`src/rtl/ggc_pkg.sv`:
```
// ----------------------------------------------------------------------------
// ggc_pkg: shared types and constants of the Gray real gene codec
// Field widths, register indexes, word kinds and the configuration bundle
// that the register block hands to the pipeline.
// ----------------------------------------------------------------------------
package ggc_pkg;

  localparam int REAL_W     = 32;  // Q16.16 real fields
  localparam int CODE_IO_W  = 16;  // code word fields on the ports
  localparam int GAP_W      = 33;  // high_bound - low_bound
  localparam int ACC_W      = 35;  // leftover or running sum, with headroom
  localparam int CFG_IDX_W  = 2;
  localparam int CFG_DATA_W = 32;

  localparam logic [CFG_IDX_W-1:0] REG_LOW_BOUND  = 2'd0;
  localparam logic [CFG_IDX_W-1:0] REG_HIGH_BOUND = 2'd1;
  localparam logic [CFG_IDX_W-1:0] REG_GRAY_MODE  = 2'd2;

  localparam logic KIND_ENCODE = 1'b0;
  localparam logic KIND_DECODE = 1'b1;

  localparam logic signed [REAL_W-1:0] LOW_BOUND_RST  = 32'sd0;
  localparam logic signed [REAL_W-1:0] HIGH_BOUND_RST = 32'sd65536;
  localparam logic                     GRAY_MODE_RST  = 1'b1;

  localparam logic signed [REAL_W-1:0] REAL_MAX = 32'sh7FFF_FFFF;
  localparam logic signed [REAL_W-1:0] REAL_MIN = 32'sh8000_0000;

  typedef struct packed {
    logic signed [REAL_W-1:0] low_bound;
    logic signed [GAP_W-1:0]  gap;
    logic                     gray_mode;
  } cfg_t;

endpackage

```
`src/rtl/ggc_if.sv`:
```
// ----------------------------------------------------------------------------
// ggc_if: word channels of the Gray real gene codec
// Valid/ready channels for the request words and the result words.
// ----------------------------------------------------------------------------
interface ggc_in_if;
  import ggc_pkg::*;

  logic                        valid;
  logic                        ready;
  logic                        kind;
  logic signed [REAL_W-1:0]    real_in;
  logic        [CODE_IO_W-1:0] code_in;

  modport source (output valid, kind, real_in, code_in, input ready);
  modport sink   (input valid, kind, real_in, code_in, output ready);
endinterface

interface ggc_out_if;
  import ggc_pkg::*;

  logic                        valid;
  logic                        ready;
  logic        [CODE_IO_W-1:0] code_out;
  logic signed [REAL_W-1:0]    real_out;
  logic                        was_decode;

  modport source (output valid, code_out, real_out, was_decode, input ready);
  modport sink   (input valid, code_out, real_out, was_decode, output ready);
endinterface

```
`src/rtl/ggc_cfg.sv`:
```
// ----------------------------------------------------------------------------
// ggc_cfg: configuration registers
// Holds the interval bounds and the Gray mode flag and keeps the interval
// width registered for the bit stages.
// ----------------------------------------------------------------------------
module ggc_cfg (
  input  logic                             clk_i,
  input  logic                             rst_ni,
  input  logic                             cfg_we_i,
  input  logic [ggc_pkg::CFG_IDX_W-1:0]    cfg_idx_i,
  input  logic [ggc_pkg::CFG_DATA_W-1:0]   cfg_data_i,
  output ggc_pkg::cfg_t                    cfg_o
);
  import ggc_pkg::*;

  logic signed [REAL_W-1:0] low_q, low_d;
  logic signed [REAL_W-1:0] high_q, high_d;
  logic                     gray_q, gray_d;
  logic signed [GAP_W-1:0]  gap_q, gap_d;

  always_comb begin
    low_d  = low_q;
    high_d = high_q;
    gray_d = gray_q;
    if (cfg_we_i) begin
      unique case (cfg_idx_i)
        REG_LOW_BOUND:  low_d  = $signed(cfg_data_i[REAL_W-1:0]);
        REG_HIGH_BOUND: high_d = $signed(cfg_data_i[REAL_W-1:0]);
        REG_GRAY_MODE:  gray_d = cfg_data_i[0];
        default:        ;
      endcase
    end
    // The width is formed one bit wider than the bounds so it never wraps.
    gap_d = GAP_W'(high_q) - GAP_W'(low_q);
  end

  always_ff @(posedge clk_i or negedge rst_ni) begin
    if (!rst_ni) begin
      low_q  <= LOW_BOUND_RST;
      high_q <= HIGH_BOUND_RST;
      gray_q <= GRAY_MODE_RST;
      gap_q  <= GAP_W'(HIGH_BOUND_RST) - GAP_W'(LOW_BOUND_RST);
    end else begin
      low_q  <= low_d;
      high_q <= high_d;
      gray_q <= gray_d;
      gap_q  <= gap_d;
    end
  end

  assign cfg_o.low_bound = low_q;
  assign cfg_o.gap       = gap_q;
  assign cfg_o.gray_mode = gray_q;

endmodule

```
`src/rtl/ggc_entry.sv`:
```
// ----------------------------------------------------------------------------
// ggc_entry: pipeline entry stage
// Forms the leftover for encode, or the Gray-undone binary word and the
// starting sum for decode.
// ----------------------------------------------------------------------------
module ggc_entry #(
  parameter int CODE_BITS = 16
) (
  input  logic                                clk_i,
  input  logic                                rst_ni,
  input  logic                                en_i,
  input  logic                                valid_i,
  input  logic                                kind_i,
  input  logic signed [ggc_pkg::REAL_W-1:0]   real_i,
  input  logic [ggc_pkg::CODE_IO_W-1:0]       code_i,
  input  ggc_pkg::cfg_t                       cfg_i,
  output logic                                valid_o,
  output logic                                kind_o,
  output logic signed [ggc_pkg::ACC_W-1:0]    acc_o,
  output logic [CODE_BITS-1:0]                word_o
);
  import ggc_pkg::*;

  localparam int WIDE_W = 32;

  logic                     valid_q;
  logic                     kind_q;
  logic signed [ACC_W-1:0]  acc_q, acc_d;
  logic [CODE_BITS-1:0]     word_q, word_d;
  logic [WIDE_W-1:0]        code_wide;
  logic [CODE_BITS-1:0]     bin;

  always_comb begin
    // Only the low CODE_BITS of the field belong to the word.
    code_wide = WIDE_W'(code_i);
    bin       = code_wide[CODE_BITS-1:0];
    if (cfg_i.gray_mode) begin
      for (int s = 1; s < CODE_BITS; s = s * 2) begin
        bin = bin ^ (bin >> s);
      end
    end
    if (kind_i == KIND_DECODE) begin
      acc_d  = ACC_W'(cfg_i.low_bound);
      word_d = bin;
    end else begin
      acc_d  = ACC_W'(real_i) - ACC_W'(cfg_i.low_bound);
      word_d = '0;
    end
  end

  always_ff @(posedge clk_i or negedge rst_ni) begin
    if (!rst_ni) begin
      valid_q <= 1'b0;
    end else if (en_i) begin
      valid_q <= valid_i;
    end
  end

  always_ff @(posedge clk_i) begin
    if (en_i) begin
      kind_q <= kind_i;
      acc_q  <= acc_d;
      word_q <= word_d;
    end
  end

  assign valid_o = valid_q;
  assign kind_o  = kind_q;
  assign acc_o   = acc_q;
  assign word_o  = word_q;

endmodule

```
`src/rtl/ggc_stage.sv`:
```
// ----------------------------------------------------------------------------
// ggc_stage: one bit stage
// Encode compares the leftover with this bit's weight and subtracts it when
// the bit is set; decode adds the weight when the word bit is set.
// ----------------------------------------------------------------------------
module ggc_stage #(
  parameter int CODE_BITS = 16,
  parameter int POS       = 1
) (
  input  logic                                clk_i,
  input  logic                                rst_ni,
  input  logic                                en_i,
  input  logic                                valid_i,
  input  logic                                kind_i,
  input  logic signed [ggc_pkg::ACC_W-1:0]    acc_i,
  input  logic [CODE_BITS-1:0]                word_i,
  input  logic signed [ggc_pkg::GAP_W-1:0]    gap_i,
  output logic                                valid_o,
  output logic                                kind_o,
  output logic signed [ggc_pkg::ACC_W-1:0]    acc_o,
  output logic [CODE_BITS-1:0]                word_o
);
  import ggc_pkg::*;

  localparam int BIT = CODE_BITS - POS;

  logic                     valid_q;
  logic                     kind_q;
  logic signed [ACC_W-1:0]  acc_q, acc_d;
  logic [CODE_BITS-1:0]     word_q, word_d;
  logic signed [GAP_W-1:0]  weight;
  logic signed [ACC_W-1:0]  weight_x;

  always_comb begin
    // Arithmetic shift gives the floored weight for a negative width too.
    weight   = gap_i >>> POS;
    weight_x = ACC_W'(weight);
    acc_d    = acc_i;
    word_d   = word_i;
    if (kind_i == KIND_DECODE) begin
      if (word_i[BIT]) begin
        acc_d = acc_i + weight_x;
      end
    end else if (acc_i >= weight_x) begin
      word_d[BIT] = 1'b1;
      acc_d       = acc_i - weight_x;
    end
  end

  always_ff @(posedge clk_i or negedge rst_ni) begin
    if (!rst_ni) begin
      valid_q <= 1'b0;
    end else if (en_i) begin
      valid_q <= valid_i;
    end
  end

  always_ff @(posedge clk_i) begin
    if (en_i) begin
      kind_q <= kind_i;
      acc_q  <= acc_d;
      word_q <= word_d;
    end
  end

  assign valid_o = valid_q;
  assign kind_o  = kind_q;
  assign acc_o   = acc_q;
  assign word_o  = word_q;

endmodule

```
`src/rtl/ggc_exit.sv`:
```
// ----------------------------------------------------------------------------
// ggc_exit: output stage
// Applies Gray coding to encoded words in Gray mode and saturates decoded sums; the
// register here is the result word the output channel presents.
// ----------------------------------------------------------------------------
module ggc_exit #(
  parameter int CODE_BITS = 16
) (
  input  logic                                clk_i,
  input  logic                                rst_ni,
  input  logic                                en_i,
  input  logic                                valid_i,
  input  logic                                kind_i,
  input  logic signed [ggc_pkg::ACC_W-1:0]    acc_i,
  input  logic [CODE_BITS-1:0]                word_i,
  input  logic                                gray_mode_i,
  output logic                                valid_o,
  output logic [ggc_pkg::CODE_IO_W-1:0]       code_o,
  output logic signed [ggc_pkg::REAL_W-1:0]   real_o,
  output logic                                was_decode_o
);
  import ggc_pkg::*;

  localparam int WIDE_W = 32;
  localparam logic signed [ACC_W-1:0] SAT_HI = ACC_W'(REAL_MAX);
  localparam logic signed [ACC_W-1:0] SAT_LO = ACC_W'(REAL_MIN);

  logic                        valid_q;
  logic [CODE_IO_W-1:0]        code_q, code_d;
  logic signed [REAL_W-1:0]    real_q, real_d;
  logic                        dec_q;
  logic [CODE_BITS-1:0]        coded;
  logic [WIDE_W-1:0]           coded_wide;

  always_comb begin
    coded      = gray_mode_i ? (word_i ^ (word_i >> 1)) : word_i;
    coded_wide = WIDE_W'(coded);
    code_d     = '0;
    real_d     = '0;
    if (kind_i == KIND_DECODE) begin
      if (acc_i > SAT_HI) begin
        real_d = REAL_MAX;
      end else if (acc_i < SAT_LO) begin
        real_d = REAL_MIN;
      end else begin
        real_d = acc_i[REAL_W-1:0];
      end
    end else begin
      code_d = coded_wide[CODE_IO_W-1:0];
    end
  end

  always_ff @(posedge clk_i or negedge rst_ni) begin
    if (!rst_ni) begin
      valid_q <= 1'b0;
    end else if (en_i) begin
      valid_q <= valid_i;
    end
  end

  always_ff @(posedge clk_i) begin
    if (en_i) begin
      code_q <= code_d;
      real_q <= real_d;
      dec_q  <= kind_i;
    end
  end

  assign valid_o      = valid_q;
  assign code_o       = code_q;
  assign real_o       = real_q;
  assign was_decode_o = dec_q;

endmodule

```
`src/rtl/gray_real_gene_codec_unit.sv`:
```
// ----------------------------------------------------------------------------
// gray_real_gene_codec_unit: Gray coded real gene quantizer
// Encodes Q16.16 reals into code words over [low_bound, high_bound) and
// decodes code words back, with optional Gray coding, in a bit pipeline.
// ----------------------------------------------------------------------------
//
//  Channel   Dir  Handshake      Carries
//  --------  ---  -------------  ------------------------------------------
//  in_i      in   valid / ready  kind, real_in, code_in
//  out_o     out  valid / ready  code_out, real_out, was_decode
//  cfg_*     in   cfg_we_i only  low_bound, high_bound, gray_mode by index
//
// A word is written into the entry stage at the edge that accepts it,
// passes one compare/subtract (or add) stage per code bit, and is
// presented as a valid result once it lands in the output
// stage. The pipeline holds up to CODE_BITS + 2 words, and one word enters
// each cycle when the output side keeps up.
// Each stage loads whenever it is empty or the stage after it loads, so a
// stall on the output fills the bubbles first and then holds every word in
// place; nothing is dropped or repeated. Reset clears the valid bits and
// restores the register defaults; the pipeline data carries no reset.
//
module gray_real_gene_codec_unit #(
  parameter int CODE_BITS = 16
) (
  input  logic                            clk_i,
  input  logic                            rst_ni,
  input  logic                            cfg_we_i,
  input  logic [ggc_pkg::CFG_IDX_W-1:0]   cfg_idx_i,
  input  logic [ggc_pkg::CFG_DATA_W-1:0]  cfg_data_i,
  ggc_in_if.sink                          in_i,
  ggc_out_if.source                       out_o
);
  import ggc_pkg::*;

  // Stage 0 is the entry stage, stages 1 to CODE_BITS handle one code bit
  // each, and stage CODE_BITS + 1 is the output register.
  localparam int LAST = CODE_BITS + 1;

  cfg_t cfg;

  logic                     en    [LAST+1];
  logic                     vld   [LAST+1];
  logic                     kind  [CODE_BITS+1];
  logic signed [ACC_W-1:0]  acc   [CODE_BITS+1];
  logic [CODE_BITS-1:0]     word  [CODE_BITS+1];

  ggc_cfg u_cfg (
    .clk_i      (clk_i),
    .rst_ni     (rst_ni),
    .cfg_we_i   (cfg_we_i),
    .cfg_idx_i  (cfg_idx_i),
    .cfg_data_i (cfg_data_i),
    .cfg_o      (cfg)
  );

  // Load enables ripple back from the output: a stage takes new data when
  // it holds nothing or its contents move on in the same cycle.
  always_comb begin
    en[LAST] = !vld[LAST] || out_o.ready;
    for (int k = LAST - 1; k >= 0; k--) begin
      en[k] = !vld[k] || en[k+1];
    end
  end

  assign in_i.ready = en[0];

  ggc_entry #(
    .CODE_BITS (CODE_BITS)
  ) u_entry (
    .clk_i   (clk_i),
    .rst_ni  (rst_ni),
    .en_i    (en[0]),
    .valid_i (in_i.valid),
    .kind_i  (in_i.kind),
    .real_i  (in_i.real_in),
    .code_i  (in_i.code_in),
    .cfg_i   (cfg),
    .valid_o (vld[0]),
    .kind_o  (kind[0]),
    .acc_o   (acc[0]),
    .word_o  (word[0])
  );

  // The most significant bit, with the heaviest weight, comes first.
  for (genvar p = 1; p <= CODE_BITS; p++) begin : g_bit
    ggc_stage #(
      .CODE_BITS (CODE_BITS),
      .POS       (p)
    ) u_stage (
      .clk_i   (clk_i),
      .rst_ni  (rst_ni),
      .en_i    (en[p]),
      .valid_i (vld[p-1]),
      .kind_i  (kind[p-1]),
      .acc_i   (acc[p-1]),
      .word_i  (word[p-1]),
      .gap_i   (cfg.gap),
      .valid_o (vld[p]),
      .kind_o  (kind[p]),
      .acc_o   (acc[p]),
      .word_o  (word[p])
    );
  end

  ggc_exit #(
    .CODE_BITS (CODE_BITS)
  ) u_exit (
    .clk_i        (clk_i),
    .rst_ni       (rst_ni),
    .en_i         (en[LAST]),
    .valid_i      (vld[CODE_BITS]),
    .kind_i       (kind[CODE_BITS]),
    .acc_i        (acc[CODE_BITS]),
    .word_i       (word[CODE_BITS]),
    .gray_mode_i  (cfg.gray_mode),
    .valid_o      (vld[LAST]),
    .code_o       (out_o.code_out),
    .real_o       (out_o.real_out),
    .was_decode_o (out_o.was_decode)
  );

  assign out_o.valid = vld[LAST];

endmodule

```
`src/flat_wrapper.sv`:
```
// flat-port wrapper written by rule: the top's interface ports become plain ports
module gray_real_gene_codec_unit_flat import ggc_pkg::*;
#(
  parameter int CODE_BITS = 16
)
  (clk_i, rst_ni, cfg_we_i, cfg_idx_i, cfg_data_i, in_i_valid, in_i_kind, in_i_real_in, in_i_code_in, in_i_ready, out_o_valid, out_o_code_out, out_o_real_out, out_o_was_decode, out_o_ready);
  ggc_in_if in_i_i ();
  ggc_out_if out_o_i ();
  input  logic clk_i;
  input  logic rst_ni;
  input  logic cfg_we_i;
  input  logic [ggc_pkg::CFG_IDX_W-1:0] cfg_idx_i;
  input  logic [ggc_pkg::CFG_DATA_W-1:0] cfg_data_i;
  input wire logic [$bits(in_i_i.valid)-1:0] in_i_valid;
  input wire logic [$bits(in_i_i.kind)-1:0] in_i_kind;
  input wire logic [$bits(in_i_i.real_in)-1:0] in_i_real_in;
  input wire logic [$bits(in_i_i.code_in)-1:0] in_i_code_in;
  output wire logic [$bits(in_i_i.ready)-1:0] in_i_ready;
  output wire logic [$bits(out_o_i.valid)-1:0] out_o_valid;
  output wire logic [$bits(out_o_i.code_out)-1:0] out_o_code_out;
  output wire logic [$bits(out_o_i.real_out)-1:0] out_o_real_out;
  output wire logic [$bits(out_o_i.was_decode)-1:0] out_o_was_decode;
  input wire logic [$bits(out_o_i.ready)-1:0] out_o_ready;
  assign in_i_i.valid = in_i_valid;
  assign in_i_i.kind = in_i_kind;
  assign in_i_i.real_in = in_i_real_in;
  assign in_i_i.code_in = in_i_code_in;
  assign in_i_ready = in_i_i.ready;
  assign out_o_valid = out_o_i.valid;
  assign out_o_code_out = out_o_i.code_out;
  assign out_o_real_out = out_o_i.real_out;
  assign out_o_was_decode = out_o_i.was_decode;
  assign out_o_i.ready = out_o_ready;
  gray_real_gene_codec_unit #(.CODE_BITS(CODE_BITS)) u_core (.clk_i(clk_i), .rst_ni(rst_ni), .cfg_we_i(cfg_we_i), .cfg_idx_i(cfg_idx_i), .cfg_data_i(cfg_data_i), .in_i(in_i_i), .out_o(out_o_i));
endmodule
```
`config.mk`:
```
export PLATFORM = sky130hd
export DESIGN_NAME = gray_real_gene_codec_unit_flat
export DESIGN_NICKNAME = d
export VERILOG_FILES = /design/src/rtl/ggc_pkg.sv /design/src/rtl/ggc_if.sv /design/src/rtl/ggc_cfg.sv /design/src/rtl/ggc_entry.sv /design/src/rtl/ggc_stage.sv /design/src/rtl/ggc_exit.sv /design/src/rtl/gray_real_gene_codec_unit.sv /design/src/flat_wrapper.sv
export SDC_FILE = /design/constraint.sdc
export NUM_CORES = 2
export LEC_CHECK = 0
export CELL_PAD_IN_SITES_DETAIL_PLACEMENT = 1
export CELL_PAD_IN_SITES_GLOBAL_PLACEMENT = 1
export CORE_MARGIN = 3
export CORE_UTILIZATION = 45
export DETAILED_ROUTE_END_ITERATION = 6
export DONT_BUFFER_PORTS = 1
export PLACE_DENSITY_LB_ADDON = 0.15
export SLEW_MARGIN = 20
export SYNTH_ARGS = -nofsm -noshare
export SYNTH_HDL_FRONTEND = slang
export SYNTH_SLANG_ARGS = --single-unit
export TNS_END_PERCENT = 50
```
`constraint.sdc`:
```
create_clock -name clk_i -period 10.4 [get_ports clk_i]
set_clock_uncertainty 0.15 [all_clocks]
set_input_delay 0 -clock clk_i [delete_from_list [all_inputs] [get_ports clk_i]]
set_output_delay 0 -clock clk_i [all_outputs]
set_load 0.01 [all_outputs]
```
==> metrics.md <==
| Metric | Value |
|---|---|
| Status | `finished clean` |
| Hold WS | `0.08035 ns` |
| Max clock buf depth | `3` |
| Routed WL per cell | `27.60 um` |
| Total CTS buffers | `136` |
| Worst-Margin Slew | `1.228 ns` |
| Synth Instances | `12790` |
| Root Driver | `clkbuf_16` |
| Critical path depth in cells | `17` |
| Clk Latency, worst-skew pair | `0.85 ns` |
| CP arrival | `6.46 ns` |
| CP endpoint kind | `register` |
| Clock slew at reported path FFs | `0.06 ns` |
| Die Y | `493.7 um` |
| Shortest period the worst path allows | `6.063 ns` |
| Synth Area in Adders | `14.24%` |
| Setup slack, reg-to-reg | `4.34 ns` |
| Final Max Tran Viols | `0` |
| I/O pin total | `139` |
| Largest net degree at the start of global routing | `113` |
| Rel. slew slack | `18.11%` |
| Top-area cell type share of the netlist area | `26.12%` |
| P&R area growth vs syn | `8.743%` |
| DR vias | `101000` |
| Crit-path max cell delay | `0.64 ns` |
| Synth area leader | `edfxtp_1` |
| CP Capture Point | `u_core.g_bit[6].u_stage.acc_o[33]` |
| Final setup viols | `0` |
| Synth Area in Compound Gates | `26.07%` |
| Post-route ant nets | `0` |
| Family with the most delay on the worst path | `compound AO/OA/AOI/OAI gates` |
| Syn Area/Cell | `8.366 um^2` |
| Most frequent cell after synthesis | `a21oi_1` |
| Worst Path Required | `10.80 ns` |
| Postcts setup bufs | `0` |
| Total negative setup slack | `0 ns` |
| RSZ-0062 raised after global routing | `false` |
| Core footprint | `235900 um^2` |
| First-pass GRT wire length | `649700 um` |
| Initial Util | `45.38%` |
| Area contributors post-synth | `edfxtp_1 (26%), ha_1 (14%), a21oi_1 (6.5%)` |
| # hold bufs at CTS | `236` |
| Ys Warns | `0` |
| Gr ovfl total | `0` |
| Hold crit path type | `input pin to register` |
| Number of global-route vias before repair | `102400` |
| Max stage delay cell, worst path | `inv_2` |
| Iteration count of the initial detailed-routing pass | `6` |
| Gr usage total | `34.45%` |
| FMAX | `0.1649 GHz` |
| Number of synthesized register bits | `1046` |
| Max cap viols | `0` |
| Register-to-Register Path Depth | `17` |
| Top cells by count, synth | `a21oi_1 (1384), nor2_1 (1243), ha_1 (1164), o21ai_0 (974), edfxtp_1 (931)` |
| Setup crit start | `u_core.u_cfg.gap_q[27]` |
| # rows | `178` |
| Mapped cell area | `107000 um^2` |
| Die Area | `243700 um^2` |
| Post-Synth Simple-Gate Area | `15.61%` |
| Post-Layout Inst Area | `116400 um^2` |
| Synth Area in XOR/XNOR | `7.563%` |
| Initial DRC Count | `7917` |
| Setup CP Type | `register to register` |
| CP most frequent cell | `buf_4` |
| Total wire length | `437400 um` |
| Yosys cell types | `113` |
| CTS tree | `built` |
| CP bufs+invs | `5` |
| Top_reg_cell synth | `edfxtp_1` |
| PortBufs | `0` |
| Nets | `13860` |
| DRC viols | `0` |
| Reg2reg start | `u_core.u_cfg.gap_q[27]` |
| Crit share post-route | `58.30%` |
| PostCTS Resize Cnt | `0` |
| RD Place Congestion | `0.9556` |
| Dpl cell area | `109200 um^2` |
| Sequential share of the synthesized area | `28.81%` |
| Mux share of post-synthesis cell area | `2.573%` |
| Layout cells sized above 1 | `4.897%` |
| Max FO, Critical Path | `37` |
| Main combinational cell family by area after synthesis | `compound AO/OA/AOI/OAI gates` |
| Element type at the critical path start | `register` |
| EDFF count, synth | `931` |
| Final Hold Fails | `0` |
| R2R Path End | `u_core.g_bit[6].u_stage.acc_o[33]` |
| Die W | `493.7 um` |
| Initial antenna violation count | `19` |
| Vias per cell | `6.376` |
| Num Clock Sinks | `1046` |
| H-Tree Depth | `4` |
| CP Cell Sequence | `buf_4 > inv_2 > buf_4 > ha_1 > inv_1 > o21bai_1 > a21oi_1 > o221ai_1 > a221oi_1 > nand3_1 > o21a_1 > a31oi_4 > buf_4 > nor2_1 > a32oi_1 > o21ai_0 > a211oi_1` |
| Asr flop ratio synth | `10.99%` |
| Post-Syn Nets | `14080` |
| HPWL after detailed placement | `314200 um` |
-- area by class of cell --
class,instances,area (um^2)
diodes,15,37.54
clock buffers,162,3561
clock inverters,85,1171
fillers,27610,119500
inverters,667,2511
multi-input cells,10350,70840
flip-flops and latches,1046,30860
well taps,3150,3941
repair buffers,373,3456
-- tightest hold or removal path, stage by stage --
cell and delay (ns):
xor2_2 0.07, nor2_1 0.14, xnor2_1 0.08, dlygate4sd3_1 0.55, nor2b_1 0.10
-- metal layers --
metal / track usage (%) / routed length (um) / vias up / part of all wire [%]
li1: - / - / 46250 / -
met1: 43.88 / 184300 / 50490 / 42
met5: 0 / 0 / - / 0
met2: 56.55 / 202100 / 3311 / 46
met4: 18.57 / 26480 / 0 / 6.1
met3: 4.690 / 24440 / 981 / 5.6
-- layout by cell type, fill, tap and decap left out, types with 59 or more instances in the layout --
cell and count:
mux2i_1 201, o21ai_0 974, a211oi_1 277, xor2_1 169, a31oi_1 125, o22ai_1 59, a21o_1 260, o211ai_1 225
mux2_2 65, nand4_1 118, o31ai_1 88, ha_1 1164, dlygate4sd3_1 233, nor2_1 1242, clkbuf_16 136, dfrtp_1 94
buf_4 136, nor2b_1 207, and2_1 75, nand2b_1 181, inv_1 631, nand3_1 204, a21oi_1 1382, nor3_1 255
nand2_1 822, xnor2_1 743, and3_1 73, o21bai_1 295, or3_1 113, o21a_1 123, edfxtp_1 931, nor4_1 80
-- how the worst min path moves through the flow --
stage / cells past startpoint / from / slack (ns) / to
after global routing: 3 / out_o_ready / 0.09 / u_core.u_exit.valid_o
after global placement: 0 / rst_ni / -0.44 / u_core.u_cfg.high_q[4]
final: 5 / in_i_code_in[9] / 0.08 / u_core.u_entry.word_o[8]
after floorplan: 0 / rst_ni / -0.45 / u_core.g_bit[10].u_stage.valid_o
after CTS: 5 / in_i_code_in[9] / 0.002 / u_core.u_entry.word_o[8]
after detailed placement: 0 / rst_ni / -0.44 / u_core.u_cfg.high_q[3]
-- state kept, by name (all words and copies together) (netlist names) --
| register | cells |
|---|---|
| u_core.u_exit.code_o | 16 |
| u_core.g_bit.u_stage.acc_o | 560 |
| u_core.u_cfg.gray_q | 1 |
| u_core.g_bit.u_stage.word_o | 256 |
| u_core.u_entry.word_o | 16 |
| u_core.u_entry.acc_o | 33 |
| u_core.u_exit.valid_o | 1 |
| u_core.u_exit.was_decode_o | 1 |
| u_core.u_cfg.gap_q | 32 |
| u_core.u_entry.kind_o | 1 |
| u_core.g_bit.u_stage.kind_o | 16 |
| u_core.u_exit.real_o | 32 |
| u_core.u_entry.valid_o | 1 |
| u_core.u_cfg.low_q | 32 |
| u_core.g_bit.u_stage.valid_o | 16 |
| u_core.u_cfg.high_q | 32 |
-- cells by family after synthesis --
family / Yosys count
flip-flops: 1046
AND/OR/NAND/NOR: 3558
buffers and inverters: 1399
XOR/XNOR: 918
AO/OA/AOI/OAI: 4407
multiplexers: 267
adder cells (fa/ha/maj): 1198
-- stage by stage --
step / setup WS, ns / utilization, % / std cells
after floorplan: 1.493 / - / 12790
after global placement: 4.652 / 46.29 / 15350
after detailed placement: 4.397 / 46.30 / 15350
after CTS: 4.366 / 49.33 / 15830
after global routing: 4.122 / 49.33 / 15840
final: 4.337 / 49.34 / 15850
Power is left out: the tool's default activity adds up to more than one toggle a clock period on the data nets, which glitch-free logic cannot reach.
